[src/rtl/tfe_div_pipe.sv]
// Pipelined restoring divider, one quotient bit per stage.
`default_nettype none

module tfe_div_pipe #(
    parameter int NUM_W = 54,
    parameter int DEN_W = 36,
    parameter int QUO_W = 16
) (
    input  wire logic             i_clk,
    input  wire logic [QUO_W-1:0] i_adv,
    input  wire logic [NUM_W-1:0] i_num,
    input  wire logic [DEN_W-1:0] i_den,
    output logic      [QUO_W-1:0] o_quo
);

    localparam int CMP_W = (NUM_W > DEN_W + QUO_W) ? NUM_W : DEN_W + QUO_W;

    logic [CMP_W-1:0] r_rem [QUO_W];
    logic [DEN_W-1:0] r_den [QUO_W];
    logic [QUO_W-1:0] r_quo [QUO_W];

    for (genvar k = 0; k < QUO_W; k++) begin : g_stage
        logic [CMP_W-1:0] w_rem_in;
        logic [DEN_W-1:0] w_den_in;
        logic [QUO_W-1:0] w_quo_in;
        logic [CMP_W-1:0] w_sub;
        logic             w_ge;

        if (k == 0) begin : g_first
            assign w_rem_in = CMP_W'(i_num);
            assign w_den_in = i_den;
            assign w_quo_in = '0;
        end else begin : g_next
            assign w_rem_in = r_rem[k-1];
            assign w_den_in = r_den[k-1];
            assign w_quo_in = r_quo[k-1];
        end

        assign w_sub = CMP_W'(w_den_in) << (QUO_W - 1 - k);
        assign w_ge  = (w_rem_in >= w_sub);

        always_ff @(posedge i_clk) begin
            if (i_adv[k]) begin
                r_rem[k] <= w_ge ? (w_rem_in - w_sub) : w_rem_in;
                r_den[k] <= w_den_in;
                r_quo[k] <= w_quo_in | (QUO_W'(w_ge) << (QUO_W - 1 - k));
            end
        end
    end

    assign o_quo = r_quo[QUO_W-1];

endmodule

`default_nettype wire

[config.mk]
export PLATFORM = sky130hd
export DESIGN_NAME = tfe_div_pipe
export DESIGN_NICKNAME = d
export VERILOG_FILES = /design/src/rtl/tfe_div_pipe.sv
export SDC_FILE = /design/constraint.sdc
export NUM_CORES = 2
export LEC_CHECK = 0
export BUFFER_PORTS_ARGS = -buffer_cell sky130_fd_sc_hd__buf_2
export CORE_ASPECT_RATIO = 2
export CORE_MARGIN = 1
export CORE_UTILIZATION = 45
export CTS_CLUSTER_SIZE = 24
export DETAILED_ROUTE_END_ITERATION = 6
export GPL_TIMING_DRIVEN = 0
export SYNTH_ARGS = -nofsm -noshare
export SYNTH_HDL_FRONTEND = slang
export SYNTH_SLANG_ARGS = --single-unit
[constraint.sdc]
create_clock -name i_clk -period 3.35 [get_ports i_clk]
set_input_delay 0.1675 -clock i_clk [delete_from_list [all_inputs] [get_ports i_clk]]
set_output_delay 0.1675 -clock i_clk [all_outputs]
set_load 0.01 [all_outputs]
# Yosys cells after proc, flatten, opt, wreduce, memory -nomap -nowiden
# Memories as Yosys holds them, arrays and structs flattened.
# Cells that the tools add are included.
totals:
  register_bits: 0
  latchBits: 0
  ramBits: 1696
  mem_bits_ro: 0
  n_memories: 3
mem_list:
  columns: ["memory", "depth", "word_bits", "read_ports", "rd_clocked_by_memory_dff", "write_ports", "line_no", "source"]
  rows:
  - ["r_rem", 16, 54, 15, 0, 16, "18", "logic [CMP_W-1:0] r_rem [QUO_W];"]
  - ["r_den", 16, 36, 15, 0, 16, "19", "logic [DEN_W-1:0] r_den [QUO_W];"]
  - ["r_quo", 16, 16, 16, 0, 16, "20", "logic [QUO_W-1:0] r_quo [QUO_W];"]
op_classes:
  addsub: 16
  mul: 0
  n_div: 0
  n_lt_le_gt_ge: 16
  eq_ne: 0
  shift: 0
  mux: 48
  n_bitwise: 15
  n_reduce_logical: 0
ops:
  columns: ["operator", "count"]
  rows:
  - ["$mux 54", 16]
  - ["$ge 54x36->1", 1]
  - ["$ge 54x37->1", 1]
  - ["$ge 54x38->1", 1]
  - ["$ge 54x39->1", 1]
  - ["$ge 54x40->1", 1]
  - ["$ge 54x41->1", 1]
  - ["$ge 54x42->1", 1]
  - ["$ge 54x43->1", 1]
  - ["$ge 54x44->1", 1]
  - ["$ge 54x45->1", 1]
  - ["$ge 54x46->1", 1]
  - ["$ge 54x47->1", 1]
  - ["$ge 54x48->1", 1]
  - ["$ge 54x49->1", 1]
  - ["$ge 54x50->1", 1]
  - ["$ge 54x51->1", 1]
  - ["$sub 54x36->54", 1]
  - ["$sub 54x37->54", 1]
  - ["$sub 54x38->54", 1]
  - ["$sub 54x39->54", 1]
  - ["$sub 54x40->54", 1]
  - ["$sub 54x41->54", 1]
  - ["$sub 54x42->54", 1]
  - ["25 further kinds", 56]

# Logic depth before layout (Yosys ltp)
# An unclocked memory read counts as a cell.
depth:
  ltp_word: 3
  mapped_depth: 16
  ltp_nobuf: 15

# Worst setup path after synthesis
# Ideal clock, no wire load.
synth_path:
  kind: "register -> register"
  startpoint: "memory r_rem[0][226] in the netlist's numbering"
  endpoint: "memory r_rem[0][318] in the netlist's numbering, data pin"
  setup_ns: 0.262
  arrival_ns: 3.223
  required_time_ns: 3.088
  path_slack_ns: -0.135
  stages_incl_launch_ff: 15
  period_less_slack_ns: 3.485
  cell_sequence: "edfxtp_1 inv_1 ha_1 inv_1 fa_1 a211o_1 a2111oi_4 o221ai_2 a21bo_1 a221o_1 a221o_1 nand4_1 nand3_2 nor3_2 xor2_1"
synth_lines:
  columns: ["element", "line_no"]
  rows:
  - ["from (decl)", "18"]

==> impl_results.md <==
* Status: complete, but fails checks
* Failing checks: negative hold slack, negative setup slack
* Hold slack at -0.0104 ns
* Gr ovfl total at 0
* Commonest non-fill, non-tap cell in the layout: edfxtp_1
* First-pass GRT wire length at 458,000 um
* Asr flop ratio synth at 0%
* M1 GR Usage at 17.2%
* Antenna violations before repair at 15
* Remaining antenna violation count at 0
* Number of synthesized flops with an enable pin at 1,486
* RSZ-0062 raised after global routing: true
* TritonCTS Buffers at 151
* Final Worst Setup Slack at -0.837 ns
* Core Util, Final at 56.9%
* IO Pins at 123
* Clock Skews at 0.0662 ns
* Reg-to-reg slack, setup at -0.84 ns
* Adder-Cell Fraction of Synth Area at 8.68%
* Worst path top cell family by delay: compound AO/OA/AOI/OAI gates
* Seq cells post-synth at 1,486
* Row cnt at 227
* DR WL/cell at 28.8 um
* Total length of routed wires at 333,000 um
* CTS tree: yes
* Final setup viols at 686
* Static leakage at 42.7 nW
* Slowest CP cell: edfxtp_1
* Layer with the highest usage: met2
* Met2 GRT Util at 71.2%
* IO buf count at 122
* Post-synth cell types at 114
* Die Ht at 622 um
* Max Freq at 239 MHz
* Vias at 66.8k
* Drt drc at 0
* Initial DRC count at 2,980
* Gp weighted congestion at 0.982
* Total GRT Usage at 33.2%
* Max cap viols at 0
* CP Data Required Time at 3.91 ns
* H-Tree Depth at 4
* Slew Limit Fails at 0
* CP arrival at 4.75 ns
* Xor-xnor portion of the synthesized cell area at 6.15%
* Share of cells above drive strength 1 at 21.4%
* Die ar. at 194,000 sq um
* Initial core utilization at 45.3%
* Deepest clock path buffer count at 4
* Vias in the first global route at 71.8k
* Clock tree root driver cell: clkbuf_16
* Clock Latency Late Sink at 0.84 ns
* Mapped Cells at 8,152
* Chip Width at 312 um
* CP bufs+invs at 3
* Critical-path cell list: inv_1, ha_2, inv_2, fa_2, a211o_1, a2111oi_4, buf_4, o221ai_4, a21bo_1, a221o_1, a221o_1, nand4_1, nand3_4, nor3_4, xor2_1
* Crit Path Class: reg -> reg
* Relative slew slack at 13.5%
* Sum of negative setup slack at -252.44 ns
* Pin count of the biggest net entering global routing at 75
* Synth Area in Compound Gates at 16.3%
* Sequential-to-total area share from yosys stat at 51.6%
* Pwr Density at 856 nW/um^2
* Vias per inst at 5.78
* Hpwl dp at 256,000 um
* Synth Area in Simple Gates at 12.0%
* Actual slew at the worst max-slew pin at 1.30 ns
* Final Net Count at 9,621
* Min-delay worst type: in -> reg
* Met3 Usage GRT at 3.99%
* Syn_nets at 8,850
* Worst vdd ir at 0.478 mV
* CTS sink count at 1,486
* Startpoint types: flip-flop
* Tcrit/Tclk final at 125%
* P&R area growth vs syn at 25.7%
* Cell mode on critical path: a221o_1
* Post-Syn Area at 86,500 sq um
* Clock Pin Slew Worst Setup and Hold Paths at 0.06 ns
* Mean Syn Cell Area at 10.6 sq um
* Critical Path Fanout Max at 4
* Final hold viol count at 1
* Fin crit period at 4.19 ns
* Syn. warnings at 0
* Drt pass-1 iters at 6
* Max incr delay on CP at 0.42 ns
* Core area at 191,000 sq um
* Setup crit end kind: flip-flop
* Multiplexer share of the synthesized area at 0.886%
* Main combinational cell family by area after synthesis: compound AO/OA/AOI/OAI gates
* Most frequent cells in the layout: 1,486 x edfxtp_1, 705 x inv_1, 629 x a21oi_1
* Main synth FF type: edfxtp_1
[what timing repair did]
item / CTS / global route
pin swaps: 231 / 323
setup endpoints to repair: 706 / 705
endpoints found under the hold margin: 512 / 11
gates cloned: 30 / 19
resized for setup: 1103 / 860
hold buffers: 97 / 11
setup buffers: 179 / 195
[path summary, 6_finish.rpt]
kind,start,endpoint,cells past startpoint
worst max-delay path,r_rem[0][226]$_DFFE_PP_,r_rem[0][322]$_DFFE_PP_,15
worst min-delay path,i_num[31],r_rem[0][31]$_DFFE_PP_,4
worst max register to register,r_rem[0][226]$_DFFE_PP_,r_rem[0][322]$_DFFE_PP_,15
worst min register to register,r_quo[1][106]$_DFFE_PP_,r_quo[1][122]$_DFFE_PP_,0
[state kept, by name, summed over array words and instances (netlist names)]
signal	flops
r_rem	810
r_quo	136
r_den	540
[logic make-up (layout without fill, tap and decap cells)]
logic type	after synthesis	count (layout)
other	0	8
muxes	69	69
adders and majority gates	591	591
and+or+nand+nor	2130	2130
AOI/OAI and AO/OA	2278	2278
xor gates and xnor gates	608	608
DFF	1486	1486
buffers and inverters	990	1866
[cell type report]
cell class	count	area, sq um
fill	15800	82300
buffer	188	2090
antenna	8	20.0
inverter	738	2860
tap	2519	3150
clock buffer	179	4010
clock inverter	79	830
sequential	1486	44600
timing repair buffer	682	7120
multi-input combinational	5676	44100
[stage by stage]
step                      cells  setup WS [ns]  total power [mW]  area [sq um]  hold WS, ns
after CTS                 11400         -0.846              89.0        104000       -0.515
after detailed placement  10800          -3.03              67.5         91100        0.361
after global routing      11600         -0.897              97.6        109000      0.00917
after floorplan            8152         -0.109              54.8         86600        0.266
after global placement    10800          -3.98              66.9         90300        0.362
final                     11600         -0.837              93.2        109000      -0.0104
[cell usage after synthesis (all sizes together), types with 30 or more instances]
cell type	instances	share of area [%]
edfxtp	1486	52
inv	737	3.2
a21oi	715	4.1
nand2	696	3.0
o21ai	610	3.5
ha	576	8.3
nor2	477	2.1
xnor2	348	3.5
a21o	321	2.8
xor2	260	2.6
clkbuf	199	0.86
nand4	152	1.1
nor3	139	0.82
nand3	132	0.77
o21bai	89	0.77
o21a	83	0.72
nor4	82	0.62
nand2b	78	0.56
nor2b	72	0.52
and3	69	0.50
a31oi	68	0.50
mux2	61	0.79
o31ai	61	0.56
a211oi	53	0.47
buf	53	0.30
or3	43	0.31
o211ai	35	0.31
or2	34	0.25
and2	30	0.22
[routing by layer]
metal  vias to the layer above  share of wire [%]
met5                         -                  0
met4                         0                 18
met3                      1324                2.5
met2                      1858                 59
met1                     32100                 21
li1                      31500                  -
[tightest hold or removal path, cell delays in order]
cell,delay [ns]
buf_2,0.09
ha_1,0.22
xnor2_1,0.09
o21ai_0,0.13
[report_power, final]
part / internal (mW) / leakage [nW] / switching [mW]
registers: 26.8 / 14.4 / 3.02
logic: 18.8 / 26.0 / 27.3
clock network: 9.79 / 2.37 / 7.47
total: 55.4 / 42.7 / 37.8
Note: power is estimated with default switching activity, not from simulation.
